### config.mk
export PLATFORM = sky130hd
export DESIGN_NAME = wav_header_parser_top
export DESIGN_NICKNAME = d
export VERILOG_FILES = /design/src/rtl/wavhp_pkg.sv /design/src/rtl/wavhp_capture.sv /design/src/rtl/wavhp_check.sv /design/src/rtl/wav_header_parser_top.sv
export VERILOG_INCLUDE_DIRS = /design/src /design/src/rtl
export SDC_FILE = /design/constraint.sdc
export NUM_CORES = 1
export LEC_CHECK = 0
export CAP_MARGIN = 0
export CORE_MARGIN = 4
export CORE_UTILIZATION = 25
export DETAILED_ROUTE_END_ITERATION = 6
export DONT_BUFFER_PORTS = 1
export PLACE_DENSITY = 0.43
export SETUP_SLACK_MARGIN = 0.3
export SLEW_MARGIN = 20
export SYNTH_ARGS = -nofsm -noshare
export SYNTH_HDL_FRONTEND = slang
export SYNTH_HIERARCHICAL = 1
export SYNTH_SLANG_ARGS = --single-unit
### constraint.sdc
create_clock -name aclk -period 11.45 [get_ports aclk]
set_clock_uncertainty 0.2 [all_clocks]
set_input_delay 0.5725 -clock aclk [delete_from_list [all_inputs] [get_ports aclk]]
set_output_delay 0.5725 -clock aclk [all_outputs]
set_load 0.1 [all_outputs]
### src/rtl/wav_header_parser_top_defines.svh
// assertion macros shared by the wav header parser modules
`ifndef WAV_HEADER_PARSER_TOP_DEFINES_SVH
`define WAV_HEADER_PARSER_TOP_DEFINES_SVH

// plain property, checked on every clock edge outside reset
`define WAVHP_ASSERT(lbl, clk, rstn, prop, msg) \
    lbl: assert property (@(posedge clk) disable iff (!rstn) (prop)) else $error(msg);

// property that must hold in the cycle after its trigger
`define WAVHP_ASSERT_NEXT(lbl, clk, rstn, ante, cons, msg) \
    lbl: assert property (@(posedge clk) disable iff (!rstn) (ante) |=> (cons)) else $error(msg);

`endif

### src/rtl/wavhp_pkg.sv
// shared types, constants and helper functions for the wav header parser
`timescale 1ns / 1ps

package wavhp_pkg;

    // header geometry
    localparam int unsigned HDR_BYTES   = 36;
    localparam int unsigned IDX_W       = 6;
    localparam logic [IDX_W-1:0] LAST_IDX = 6'd35;
    localparam logic [IDX_W-1:0] IDLE_IDX = 6'd36;

    // field offsets in the header
    localparam logic [IDX_W-1:0] OFS_RIFF_LEN = 6'd4;
    localparam logic [IDX_W-1:0] OFS_WAVE_ID  = 6'd8;
    localparam logic [IDX_W-1:0] OFS_FMT_ID   = 6'd12;
    localparam logic [IDX_W-1:0] OFS_FMT_LEN  = 6'd16;
    localparam logic [IDX_W-1:0] OFS_SUBFMT   = 6'd20;
    localparam logic [IDX_W-1:0] OFS_CHANS    = 6'd22;
    localparam logic [IDX_W-1:0] OFS_RATE     = 6'd24;
    localparam logic [IDX_W-1:0] OFS_BRATE    = 6'd28;
    localparam logic [IDX_W-1:0] OFS_ALIGN    = 6'd32;
    localparam logic [IDX_W-1:0] OFS_BITS     = 6'd34;

    // id flag bit positions
    localparam int unsigned ID_RIFF = 0;
    localparam int unsigned ID_WAVE = 1;
    localparam int unsigned ID_FMT  = 2;

    // format values
    localparam logic [15:0] FMT_PCM   = 16'h0001;
    localparam logic [15:0] FMT_FLOAT = 16'h0003;
    localparam logic [31:0] RIFF_HDR_EXTRA = 32'd8;

    // status codes
    localparam logic [2:0] ST_OK          = 3'd0;
    localparam logic [2:0] ST_NO_RIFF     = 3'd1;
    localparam logic [2:0] ST_NO_WAVE     = 3'd2;
    localparam logic [2:0] ST_NO_FMT      = 3'd3;
    localparam logic [2:0] ST_BAD_SUBFMT  = 3'd4;
    localparam logic [2:0] ST_BAD_CHANS   = 3'd5;
    localparam logic [2:0] ST_BAD_PCM     = 3'd6;
    localparam logic [2:0] ST_BAD_FLOAT   = 3'd7;

    // stream widths
    localparam int unsigned S_TDATA_W  = 8;
    localparam int unsigned M_FIELDS_W = 148;
    localparam int unsigned M_TDATA_W  = 152;

    // captured header fields handed from capture to check
    typedef struct packed {
        logic [2:0]  id_flags;
        logic [31:0] riff_length;
        logic [31:0] fmt_length;
        logic [15:0] sub_format;
        logic [15:0] channels;
        logic [31:0] rate;
        logic [31:0] bytes_rate;
        logic [15:0] align;
        logic [15:0] bits;
    } hdr_fields_t;

    // expected id byte at header offsets 0..15, offsets 4..7 are unused
    function automatic logic [7:0] id_byte(input logic [3:0] ofs);
        logic [7:0] b;
        unique case (ofs)
            4'd0:    b = 8'h52;  // R
            4'd1:    b = 8'h49;  // I
            4'd2:    b = 8'h46;  // F
            4'd3:    b = 8'h46;  // F
            4'd8:    b = 8'h57;  // W
            4'd9:    b = 8'h41;  // A
            4'd10:   b = 8'h56;  // V
            4'd11:   b = 8'h45;  // E
            4'd12:   b = 8'h66;  // f
            4'd13:   b = 8'h6d;  // m
            4'd14:   b = 8'h74;  // t
            4'd15:   b = 8'h20;  // space
            default: b = 8'h00;
        endcase
        return b;
    endfunction

endpackage

### src/rtl/wavhp_capture.sv
// byte counter, id checks and little-endian field capture
`timescale 1ns / 1ps
`include "wav_header_parser_top_defines.svh"

module wavhp_capture (
    input  logic                          aclk,
    input  logic                          aresetn,
    input  logic                          byte_accept,
    input  logic [7:0]                    header_byte,
    input  logic                          start_req,
    output logic                          at_last_byte,
    output logic                          done,
    output wavhp_pkg::hdr_fields_t        fields
);

    logic [wavhp_pkg::IDX_W-1:0] byte_index_reg;
    logic [wavhp_pkg::IDX_W-1:0] cur_idx;
    logic                        in_header;
    logic                        done_reg;
    wavhp_pkg::hdr_fields_t      fields_reg;
    wavhp_pkg::hdr_fields_t      fields_next;
    logic [2:0]                  id_base;
    logic                        id_mismatch;

    // effective index of this request: a start forces byte zero
    assign cur_idx      = start_req ? '0 : byte_index_reg;
    assign in_header    = (cur_idx < wavhp_pkg::IDLE_IDX);
    assign id_base      = start_req ? 3'b111 : fields_reg.id_flags;
    assign id_mismatch  = (header_byte != wavhp_pkg::id_byte(cur_idx[3:0]));
    assign at_last_byte = (byte_index_reg == wavhp_pkg::LAST_IDX);

    // field update for the current byte
    always_comb begin
        fields_next          = fields_reg;
        fields_next.id_flags = id_base;
        if (in_header) begin
            priority if (cur_idx < wavhp_pkg::OFS_RIFF_LEN) begin
                if (id_mismatch) fields_next.id_flags[wavhp_pkg::ID_RIFF] = 1'b0;
            end else if (cur_idx < wavhp_pkg::OFS_WAVE_ID) begin
                fields_next.riff_length[cur_idx[1:0]*8 +: 8] = header_byte;
            end else if (cur_idx < wavhp_pkg::OFS_FMT_ID) begin
                if (id_mismatch) fields_next.id_flags[wavhp_pkg::ID_WAVE] = 1'b0;
            end else if (cur_idx < wavhp_pkg::OFS_FMT_LEN) begin
                if (id_mismatch) fields_next.id_flags[wavhp_pkg::ID_FMT] = 1'b0;
            end else if (cur_idx < wavhp_pkg::OFS_SUBFMT) begin
                fields_next.fmt_length[cur_idx[1:0]*8 +: 8] = header_byte;
            end else if (cur_idx < wavhp_pkg::OFS_CHANS) begin
                fields_next.sub_format[cur_idx[0]*8 +: 8] = header_byte;
            end else if (cur_idx < wavhp_pkg::OFS_RATE) begin
                fields_next.channels[cur_idx[0]*8 +: 8] = header_byte;
            end else if (cur_idx < wavhp_pkg::OFS_BRATE) begin
                fields_next.rate[cur_idx[1:0]*8 +: 8] = header_byte;
            end else if (cur_idx < wavhp_pkg::OFS_ALIGN) begin
                fields_next.bytes_rate[cur_idx[1:0]*8 +: 8] = header_byte;
            end else if (cur_idx < wavhp_pkg::OFS_BITS) begin
                fields_next.align[cur_idx[0]*8 +: 8] = header_byte;
            end else begin
                fields_next.bits[cur_idx[0]*8 +: 8] = header_byte;
            end
        end
    end

    // counter, done pulse and field registers
    always_ff @(posedge aclk) begin
        if (!aresetn) begin
            byte_index_reg <= wavhp_pkg::IDLE_IDX;
            done_reg       <= 1'b0;
            fields_reg     <= '{id_flags: 3'b111, default: '0};
        end else begin
            done_reg <= byte_accept && in_header && (cur_idx == wavhp_pkg::LAST_IDX);
            if (byte_accept) begin
                fields_reg <= fields_next;
                if (in_header) begin
                    byte_index_reg <= cur_idx + 1'b1;
                end else begin
                    byte_index_reg <= cur_idx;
                end
            end
        end
    end

    assign done   = done_reg;
    assign fields = fields_reg;

    // checks
    `WAVHP_ASSERT(a_idx_range, aclk, aresetn, byte_index_reg <= wavhp_pkg::IDLE_IDX, "byte index out of range")
    `WAVHP_ASSERT_NEXT(a_done_single, aclk, aresetn, done_reg, !done_reg, "done lasted two cycles")
    `WAVHP_ASSERT_NEXT(a_done_idle, aclk, aresetn, done_reg && !byte_accept, byte_index_reg == wavhp_pkg::IDLE_IDX, "counter not idle after last byte")

endmodule

### src/rtl/wavhp_check.sv
// header checks, length compare and result register
`timescale 1ns / 1ps
`include "wav_header_parser_top_defines.svh"

module wavhp_check (
    input  logic                             aclk,
    input  logic                             aresetn,
    input  logic                             cfg_wr_en,
    input  logic [31:0]                      cfg_wr_data,
    input  logic                             done,
    input  wavhp_pkg::hdr_fields_t           fields,
    output logic                             out_busy,
    output logic                             m_axis_tvalid,
    input  logic                             m_axis_tready,
    output logic [wavhp_pkg::M_TDATA_W-1:0]  m_axis_tdata,
    output logic                             m_axis_tuser
);

    logic [31:0]                       file_size_reg;
    logic                              out_valid_reg;
    logic [wavhp_pkg::M_FIELDS_W-1:0]  out_data_reg;
    logic                              out_float_reg;
    logic [2:0]                        status;
    logic                              is_float;
    logic                              is_pcm;
    logic                              chans_ok;
    logic                              pcm_bits_ok;
    logic                              mismatch;
    logic [31:0]                       riff_total;

    // field checks in header order
    assign is_pcm      = (fields.sub_format == wavhp_pkg::FMT_PCM);
    assign is_float    = (fields.sub_format == wavhp_pkg::FMT_FLOAT);
    assign chans_ok    = (fields.channels == 16'd1) || (fields.channels == 16'd2);
    assign pcm_bits_ok = (fields.bits == 16'd8) || (fields.bits == 16'd16) ||
                         (fields.bits == 16'd24);
    assign riff_total  = fields.riff_length + wavhp_pkg::RIFF_HDR_EXTRA;
    assign mismatch    = (riff_total != file_size_reg);

    // first failing check sets the status
    always_comb begin
        priority if (!fields.id_flags[wavhp_pkg::ID_RIFF]) status = wavhp_pkg::ST_NO_RIFF;
        else if (!fields.id_flags[wavhp_pkg::ID_WAVE])     status = wavhp_pkg::ST_NO_WAVE;
        else if (!fields.id_flags[wavhp_pkg::ID_FMT])      status = wavhp_pkg::ST_NO_FMT;
        else if (!is_pcm && !is_float)                     status = wavhp_pkg::ST_BAD_SUBFMT;
        else if (!chans_ok)                                status = wavhp_pkg::ST_BAD_CHANS;
        else if (is_pcm && !pcm_bits_ok)                   status = wavhp_pkg::ST_BAD_PCM;
        else if (is_float && (fields.bits != 16'd32))      status = wavhp_pkg::ST_BAD_FLOAT;
        else                                               status = wavhp_pkg::ST_OK;
    end

    // file size register
    always_ff @(posedge aclk) begin
        if (!aresetn) begin
            file_size_reg <= '0;
        end else if (cfg_wr_en) begin
            file_size_reg <= cfg_wr_data;
        end
    end

    // result valid flag
    always_ff @(posedge aclk) begin
        if (!aresetn) begin
            out_valid_reg <= 1'b0;
        end else if (done) begin
            out_valid_reg <= 1'b1;
        end else if (m_axis_tready) begin
            out_valid_reg <= 1'b0;
        end
    end

    // result payload
    always_ff @(posedge aclk) begin
        if (done) begin
            out_float_reg <= is_float;
            out_data_reg  <= {mismatch, fields.fmt_length, fields.bits, fields.align,
                              fields.bytes_rate, fields.rate, fields.channels, status};
        end
    end

    assign out_busy      = out_valid_reg && !m_axis_tready;
    assign m_axis_tvalid = out_valid_reg;
    assign m_axis_tdata  = {{(wavhp_pkg::M_TDATA_W - wavhp_pkg::M_FIELDS_W){1'b0}},
                            out_data_reg};
    assign m_axis_tuser  = out_float_reg;

    // checks
    `WAVHP_ASSERT(a_no_overwrite, aclk, aresetn, !(done && out_valid_reg), "result overwritten")
    `WAVHP_ASSERT_NEXT(a_done_shows, aclk, aresetn, done, out_valid_reg, "result not shown after done")

endmodule

### src/rtl/wav_header_parser_top.sv
// Top level of the wav header parser: one header byte per request, one result per header.
// The 36th accepted header byte raises the done pulse, which loads the result register and sets its valid.
// Throughput: one byte per cycle; a byte offered while the counter sits at the 36th position,
// start flag or not, waits while an earlier result still sits untaken in the result register.
// Reset (aresetn low, synchronous) idles the byte counter until a start, clears the
// result register valid and sets the file size to zero.
`timescale 1ns / 1ps

module wav_header_parser_top (
    input  logic                             aclk,
    input  logic                             aresetn,
    // configuration: file size in bytes
    input  logic                             cfg_wr_en,
    input  logic [31:0]                      cfg_wr_data,
    // input stream
    input  logic                             s_axis_tvalid,
    output logic                             s_axis_tready,
    input  logic [wavhp_pkg::S_TDATA_W-1:0]  s_axis_tdata,  // [7:0] header_byte
    input  logic                             s_axis_tuser,  // [0] start_req
    // result stream
    output logic                             m_axis_tvalid,
    input  logic                             m_axis_tready,
    // [2:0] status, [18:3] channel_count, [50:19] sample_rate, [82:51] byte_rate,
    // [98:83] block_align, [114:99] sample_bits, [146:115] format_length,
    // [147] length_mismatch, [151:148] zero
    output logic [wavhp_pkg::M_TDATA_W-1:0]  m_axis_tdata,
    output logic                             m_axis_tuser   // [0] is_float
);

    logic                   byte_accept;
    logic                   at_last_byte;
    logic                   done;
    logic                   out_busy;
    wavhp_pkg::hdr_fields_t fields;

    // hold the last header byte while the previous result is still pending
    assign s_axis_tready = !(at_last_byte && out_busy);
    assign byte_accept   = s_axis_tvalid && s_axis_tready;

    // byte capture
    wavhp_capture u_capture (
        .aclk         (aclk),
        .aresetn      (aresetn),
        .byte_accept  (byte_accept),
        .header_byte  (s_axis_tdata),
        .start_req    (s_axis_tuser),
        .at_last_byte (at_last_byte),
        .done         (done),
        .fields       (fields)
    );

    // checks and result register
    wavhp_check u_check (
        .aclk          (aclk),
        .aresetn       (aresetn),
        .cfg_wr_en     (cfg_wr_en),
        .cfg_wr_data   (cfg_wr_data),
        .done          (done),
        .fields        (fields),
        .out_busy      (out_busy),
        .m_axis_tvalid (m_axis_tvalid),
        .m_axis_tready (m_axis_tready),
        .m_axis_tdata  (m_axis_tdata),
        .m_axis_tuser  (m_axis_tuser)
    );

endmodule

* Word level (Yosys, flattened, before mapping) *
Memories as Yosys holds them, arrays and structs flattened.
Index checks and enable logic that the tools add are counted.

storage, ports and cells
  input bits = 46
  bits in latches = 0
  output and inout bits = 155
  bits in read-only memories = 112
  bits in writable memories = 0
  flip-flop bits (word level) = 384
  memories = 1
  word-level logic and storage cells = 131

memory list
  memory           words  width  rd ports  clocked after memory_dff  write ports  RTL line         RTL
  (no name shown)  16     7      1         0                         0            wavhp_pkg.sv:65  unique case (ofs)

operators by class
  eq/ne operators = 12
  bitwise gates (word level) = 10
  divide/modulo/power cells = 0
  add/subtract/negate cells = 4
  order comparisons = 11
  reductions and logical operators = 26
  shift operators = 4
  muxes and demuxes = 46
  multiply operators = 0

operators with widths
  kind                     count
  $mux 160                 3
  $mux 195                 1
  $mux 192                 1
  $mux 32                  5
  $bwmux 32                4
  $mux 128                 1
  $mux 112                 1
  $mux 96                  1
  $bwmux 16                4
  $mux 16                  4
  $mux 64                  1
  $neg 4->34               1
  $neg 5->34               1
  $shift 8x34->16 const A  1
  $shift 8x34->32 const A  1
  $shiftx 8x34->16         1
  $shiftx 8x34->32         1
  $add 32x4->32 const B    1
  $eq 16x1->1 const B      2
  $eq 16x2->1 const B      2
  $eq 16x5->1 const B      2
  $ne 32x32->1             1
  $lt 6x5->1 const B       5
  $reduce_and 12->1        2
  other kinds (24)         66

* Logic depth before layout (Yosys ltp) *
Gate-level depths: netlist of run 1.

  depth after elaboration = 15
  depth in mapped cells = 12
  depth with buffers taken out = 10

* Cells and area by module *
The synthesis of run 1 kept the hierarchy.

modules (own cells, without submodules)
  module                 seq. area each (um^2)  cells each  area an instance (um^2)  instances
  wavhp_capture          4043.9                 939         8295.5                   1
  wavhp_check            5134.9                 452         7015.5                   1
  wav_header_parser_top  0.0                    2           11.3                     1

* Least setup slack after synthesis of run 1 *
No wires, ideal clock.

  kind = reg-to-reg
  start = register u_capture.done_reg, in the netlist u_capture/done
  end = register u_check.out_float_reg, in the netlist u_check/m_axis_tuser (enable)
  stages on the path, launching flop included = 1
  slack = 7175 ps
  path buffers = 0
  setup time = 523 ps
  arrival = 3552 ps
  required time = 10727 ps
  period minus slack after synthesis = 4275 ps
  cells stage by stage = dfxtp_1

RTL lines
  what                    RTL line             RTL
  from (decl)             wavhp_capture.sv:19  logic done_reg;
  from (signal assigned)  wavhp_capture.sv:70  done_reg <= byte_accept && in_header && (cur_idx == wavhp_pkg::LAST_IDX);
  to (signal assigned)    wavhp_check.sv:75    out_float_reg <= is_float;
  to (decl)               wavhp_check.sv:22    logic out_float_reg;

No word-level cell between the ends.

==> results of run 1 <==
## metrics by stage
stage	hold slack (ps)	area (um2)	worst slack, ps
after floorplan	208	15300	7180
after global placement	212	16000	7690
after detailed placement	216	16000	7630
after CTS	27.8	18200	7610
after global routing	97.6	18200	7200
final	80.1	18200	7570
## worst max-delay path by stage
stage                                            from                   end  slack (ps)  cells past startpoint
after global placement    u_capture/byte_index_reg[2]             flip-flop        7690                      9
after floorplan                        u_capture/done  u_check/m_axis_tuser        7180                      0
after global routing      u_capture/byte_index_reg[2]             flip-flop        7200                     10
after CTS                 u_capture/byte_index_reg[2]             flip-flop        7610                      9
after detailed placement  u_capture/byte_index_reg[2]             flip-flop        7630                      9
final                     u_capture/byte_index_reg[2]             flip-flop        7570                      9
## routing by layer
layer / up-vias / wire [um] / global-route usage (%)
met3: 67 / 3250 / 4.37
li1: 4940 / - / -
met2: 244 / 21000 / 21.5
met5: - / 0 / 0
met4: 0 / 1010 / 3.70
met1: 4967 / 20800 / 17.9
## final cells by class
cell class	instances	area share [%]
Multi-Input combinational cell	933	31.8
Clock inverter	15	1.00
Tap cell	782	5.37
Sequential cell	384	50.4
Clock buffer	67	6.85
Inverter	8	0.165
Timing Repair Buffer	77	4.39
## power by group
part | switching (mW) | internal (mW) | total, mW
registers | 0.0117 | 1.42 | 1.43
logic | 0.0629 | 0.0551 | 0.118
clock network | 0.560 | 0.843 | 1.40
total | 0.635 | 2.32 | 2.95
## cells in the mapped netlist (all sizes together) (3+ instances only)
library cell  number  area share (%)
a211oi             4            0.20
a21boi             5            0.25
a21o               3            0.15
a21oi             31             1.0
a31oi              4            0.16
and2             114             4.7
and3               8            0.33
and4               5            0.29
buf               27             1.1
clkbuf            44             1.1
dfxtp            235              31
edfxtp           149              29
ha                 8            0.65
inv                8            0.20
mux2i             99             6.5
nand2            185             4.6
nand2b             8            0.33
nand3             21            0.78
nand4             12            0.57
nand4b             4            0.23
nor2              51             1.2
nor2b            127             5.2
nor3              13            0.53
nor3b              5            0.31
nor4              13            0.71
o211ai             7            0.34
o21a               4            0.20
o21ai            117             3.8
or4                3            0.15
xnor2             24             1.4
xor2              17            0.97
## worst max-delay path: stages (launching register included)
cell	delay, ps
dfxtp_1	670
nor2b_1	130
nor2b_1	170
and3_1	210
a21boi_1	570
nor2b_1	280
and3_1	360
nor3b_2	850
mux2i_1	270
nor2b_1	60
## timing repair
item | CTS | global route
setup endpoints to repair | 0 | 0
hold buffers | 75 | 0
hold endpoints to repair | 231 | 0
## cell families (layout without fill, tap and decap cells)
kind of cell	after synthesis	count (layout)
adders and majority gates	8	8
AOI/OAI and AO/OA	200	200
muxes	101	101
DFF	384	384
other	1	4
and+or+nand+nor	579	579
buffers and inverters	79	167
xor gates and xnor gates	41	41
==> key figures, run 1 <==
Global route
  – GRT overflow: 0
  – Initial antenna violation count: 3
  – Largest net degree at the start of global routing: between 150 and 200
  – Global-route wire length before repair: between 60 and 70 mm
  – GRT Total Usage: roughly 14%
  – Number of global-route vias before repair: between 9000 and 10000

Min path
  – Min-delay worst type: primary input to flip-flop
  – Hold depth: 3
  – Hold wc startpoint: s_axis_tuser
  – Worst Hold Endpoint: u_capture/byte_index_reg[4]

Critical path
  – CP endpoint kind: flip-flop
  – Largest fanout on the critical path: 16
  – WP data arrival: a little over 4000 ps
  – Req. time, crit path: roughly 12000 ps
  – Worst Reg-to-Reg Cells: 9
  – FF-to-FF Start: u_capture/byte_index_reg[2]
  – R2R setup slack: approximately 7600 ps
  – CP Launch Type: flip-flop
  – Crit path kind: flip-flop to flip-flop

Route
  – Final WL: approximately 46 mm
  – Post-DRT Antenna Nets: 0
  – Via-to-Cell Ratio: 4.51
  – DR vias: approximately 10000
  – Drt wl/cell: slightly above 20 um
  – DRC Markers: 0
  – DRT iter0 DRCs: 576
  – Drt pass-1 iters: 4

Yosys
  – Asr flop ratio synth: 0%
  – FF+latch count, synth: between 300 and 400
  – Synthesized area: between 0.015 and 0.02 mm2
  – Post-synthesis adder-cell area fraction: 0.653%
  – Ys Warns: 6
  – Post-synthesis mux area share: about 6.6%
  – Main combinational cell family by area after synthesis: simple AND/OR/NAND/NOR gates
  – EDFF count, synth: 149
  – Compound-Gate Fraction of Synth Area: roughly 7.6%
  – Syn Inst Count: between 1000 and 1500
  – Sequential area share after synthesis: approximately three fifths
  – Primary FF master, synth: dfxtp_1
  – Synth unique cells: between 70 and 80
  – Simple-Gate Fraction of Synth Area: between 20% and 30%
  – Avg Synthesized Cell Area: 11.0 um2
  – XOR/XNOR Fraction of Synth Area: about 2.3%

Placed design
  – Port bufs: 0
  – Gp weighted congestion: 0.765
  – DP Cell Count: 2109
  – Hpwl dp: just under 30 mm

Timing
  – Post-route clock period utilization: about 34%
  – Fin. max-slew vios: 0
  – Rel. slew slack: about 29%
  – Setup TNS: 0 ps
  – Hold Fails Final Rpt: 0
  – Worst slew pin tran: between 1000 and 1500 ps
  – RSZ-0062 raised after global routing: false
  – Final Setup Violations: 0
  – Final min period: a little under 4000 ps
  – Fmax: about 260 MHz

Power
  – Final Total Pwr: 2.95 mW
  – VDD IR-drop max: 0.0964 mV
  – Leak: 6.15 nW
  – Pwr dens: between 150 and 200 mW/mm2

CTS
  – Clock latency reported for the late side of the worst-skew pair: approximately 560 ps
  – H-tree levels: 2
  – Post-CTS sizing: 0
  – CTS max path bufs: 3
  – CTS tree: done
  – Setup bufs post-CTS: 0
  – CTS root buffer: clkbuf_16
  – Clock Sinks: 384
  – Number of buffers created by CTS: 44
  – Register clock-pin slew on the reported worst setup and hold paths: 60 ps

Final layout
  – Finished Layout Cells: around 2300
  – Register Area: ~0.009 mm2
  – Multi-input gate area in the final layout: ~0.0058 mm2
  – Fin nets: approximately 1500
  – Finished Core Util: approximately 30%
  – Most frequent cells in the layout: dfxtp_1 (234), nand2_1 (182), edfxtp_1 (149)
  – Most common cell after layout, fill and taps aside: dfxtp_1
  – Filler cells: between 6000 and 7000
  – Layout cells sized above 1: under 10%
  – # diodes: 0
  – Area grow syn2layout: 18.9%

Outcome
  – Status: completed

Floorplanning
  – Die height: roughly 260 um
  – Initial Util: 25.3%
  – Core Area: 0.0605 mm2
  – Cell Rows: 90
  – IO Pins: around 200
  – Die Area: about 0.065 mm2
  – Die width: roughly 260 um

Run
  – MaxCap Viol Count: 0
(Power assumes the default switching activity.)
==> run 2, diff against run 1 <==
==> constraint.sdc (replaced) <==
create_clock -name aclk -period 3.8 [get_ports aclk]
set_clock_uncertainty 0.2 [all_clocks]
set_input_delay 0.19 -clock aclk [delete_from_list [all_inputs] [get_ports aclk]]
set_output_delay 0.19 -clock aclk [all_outputs]
set_load 0.1 [all_outputs]
==> key figures, run 2 (same netlist as run 1, synthesis figures left out) <==
CTS
  – CTS max path bufs: 3
  – Register clock-pin slew on the reported worst setup and hold paths: ~60 ps
  – CTS root buffer: clkbuf_16
  – H-tree levels: 2
  – Clock latency reported for the late side of the worst-skew pair: 560 ps
  – Post-CTS sizing: 0
  – CTS tree: done
  – Clock Sinks: 384
  – Number of buffers created by CTS: 43

Final layout
  – Most frequent cells in the layout: dfxtp_1 (234), nand2_1 (182), edfxtp_1 (149)
  – Register Area: 0.00918 mm2
  – Layout cells sized above 1: 7.10%
  – Area grow syn2layout: 19.4%
  – Multi-input gate area in the final layout: 0.00580 mm2
  – Finished Layout Cells: approximately 2300
  – Fin nets: between 1500 and 2000
  – Filler cells: 6157
  – Most common cell after layout, fill and taps aside: dfxtp_1

Outcome
  – Status: finished with violations
  – Failing checks: negative hold slack

Critical path
  – Req. time, crit path: about 4000 ps
  – Largest fanout on the critical path: 11
  – Crit path kind: flip-flop to flip-flop
  – CP Launch Type: flip-flop
  – CP endpoint kind: flip-flop
  – WP data arrival: between 3000 and 4000 ps

Route
  – Drt pass-1 iters: 5
  – Via-to-Cell Ratio: about 4.6
  – DRC Markers: 0
  – DR vias: a little over 10000
  – Final WL: 45.7 mm
  – DRT iter0 DRCs: 587
  – Drt wl/cell: approximately 20 um
  – Post-DRT Antenna Nets: 0

Placed design
  – Gp weighted congestion: 0.802
  – Hpwl dp: 29.1 mm
  – DP Cell Count: roughly 2100
  – Port bufs: 0

Timing
  – Worst slew pin tran: about 1000 ps
  – Final min period: between 3000 and 4000 ps
  – Post-route clock period utilization: between 80% and 90%
  – Setup TNS: 0 ps
  – Hold Fails Final Rpt: 1
  – RSZ-0062 raised after global routing: false
  – Fmax: between 300 and 400 MHz
  – Fin. max-slew vios: 0
  – Rel. slew slack: a little over 30%
  – WHS: -0.543 ps
  – Final Setup Violations: 0

Global route
  – Initial antenna violation count: 4
  – Largest net degree at the start of global routing: roughly 240
  – M1 GR Usage: 17.5%
  – Gr busiest metal: met2
  – Routing usage on met2: a little over a fifth
  – Number of global-route vias before repair: slightly above 10000
  – GRT overflow: 0
  – Global-route wire length before repair: roughly 68 mm
  – GRT Total Usage: 13.5%
  – Grt met3 use: between 5 and 6%

Floorplanning
  – IO Pins: 201
  – Die Area: ~0.065 mm2
  – Die width: around 260 um
  – Die height: 256 um
  – Initial Util: ~25%
  – Core Area: roughly 0.060 mm2
  – Cell Rows: 90

Power
  – Pwr dens: between 400 and 500 mW/mm2
  – Leak: about 6.2 nW
  – VDD IR-drop max: just under 0.3 mV

Run
  – MaxCap Viol Count: 0

Min path
  – Min-delay worst type: primary input to flip-flop
==> run 2: worst paths after layout <==
| check | start | to | slack, ps | cells after the start |
|---|---|---|---|---|
| min | s_axis_tdata[5] | flip-flop | -0.5 | 3 |
| max | u_capture/byte_index_reg[1] | flip-flop | 630 | 10 |
| min reg2reg | flip-flop | u_check/out_data_reg[126] | 220 | 0 |
| max reg2reg | u_capture/byte_index_reg[1] | flip-flop | 630 | 10 |
==> run 2: final cells by class <==
type                            instances  area share, %
Antenna cell                            2         0.0273
Clock buffer                           61           6.69
Clock inverter                         19          0.964
Inverter                                8          0.164
Multi-Input combinational cell        933           31.7
Sequential cell                       384           50.2
Tap cell                              782           5.35
Timing Repair Buffer                   89           4.95
==> run 2: what timing repair did <==
item                                   in CTS  in global routing
buffers inserted                            0                  0
endpoints found under the hold margin     235                  0
hold buffers                               78                  0
==> run 2: routing by layer <==
layer / vias to the layer above / routed length, um
met4: 4 / 1450
met1: 5028 / 20500
met3: 90 / 3800
met2: 294 / 20000
li1: 4961 / -
met5: - / 27
==> run 2: per-stage QoR <==
| stage | power (mW) | worst slack (ps) | area, um2 | utilization, % |
|---|---|---|---|---|
| after floorplan | 4.61 | 1090 | 15300 | - |
| after global placement | 4.62 | 734 | 16100 | 26.6 |
| after detailed placement | 4.62 | 674 | 16100 | 26.6 |
| after CTS | 8.95 | 640 | 18300 | 30.3 |
| after global routing | 9.16 | 389 | 18300 | 30.3 |
| final | 8.78 | 631 | 18300 | 30.3 |
==> run 2: power breakdown <==
group	total, mW	switching, mW	internal, mW
clock network	4.10	1.70	2.40
logic	0.377	0.208	0.169
registers	4.30	0.0327	4.27
==> run 2: worst max-delay path, cell delays in order (launching register included) <==
cell and delay (ps):
dfxtp_1 630, nor2b_1 230, nor2b_1 210, and3_1 190
a21boi_1 110, buf_4 220, nor2b_1 150, and3_1 280
nand2_1 490, mux2i_1 260, nor2b_1 60
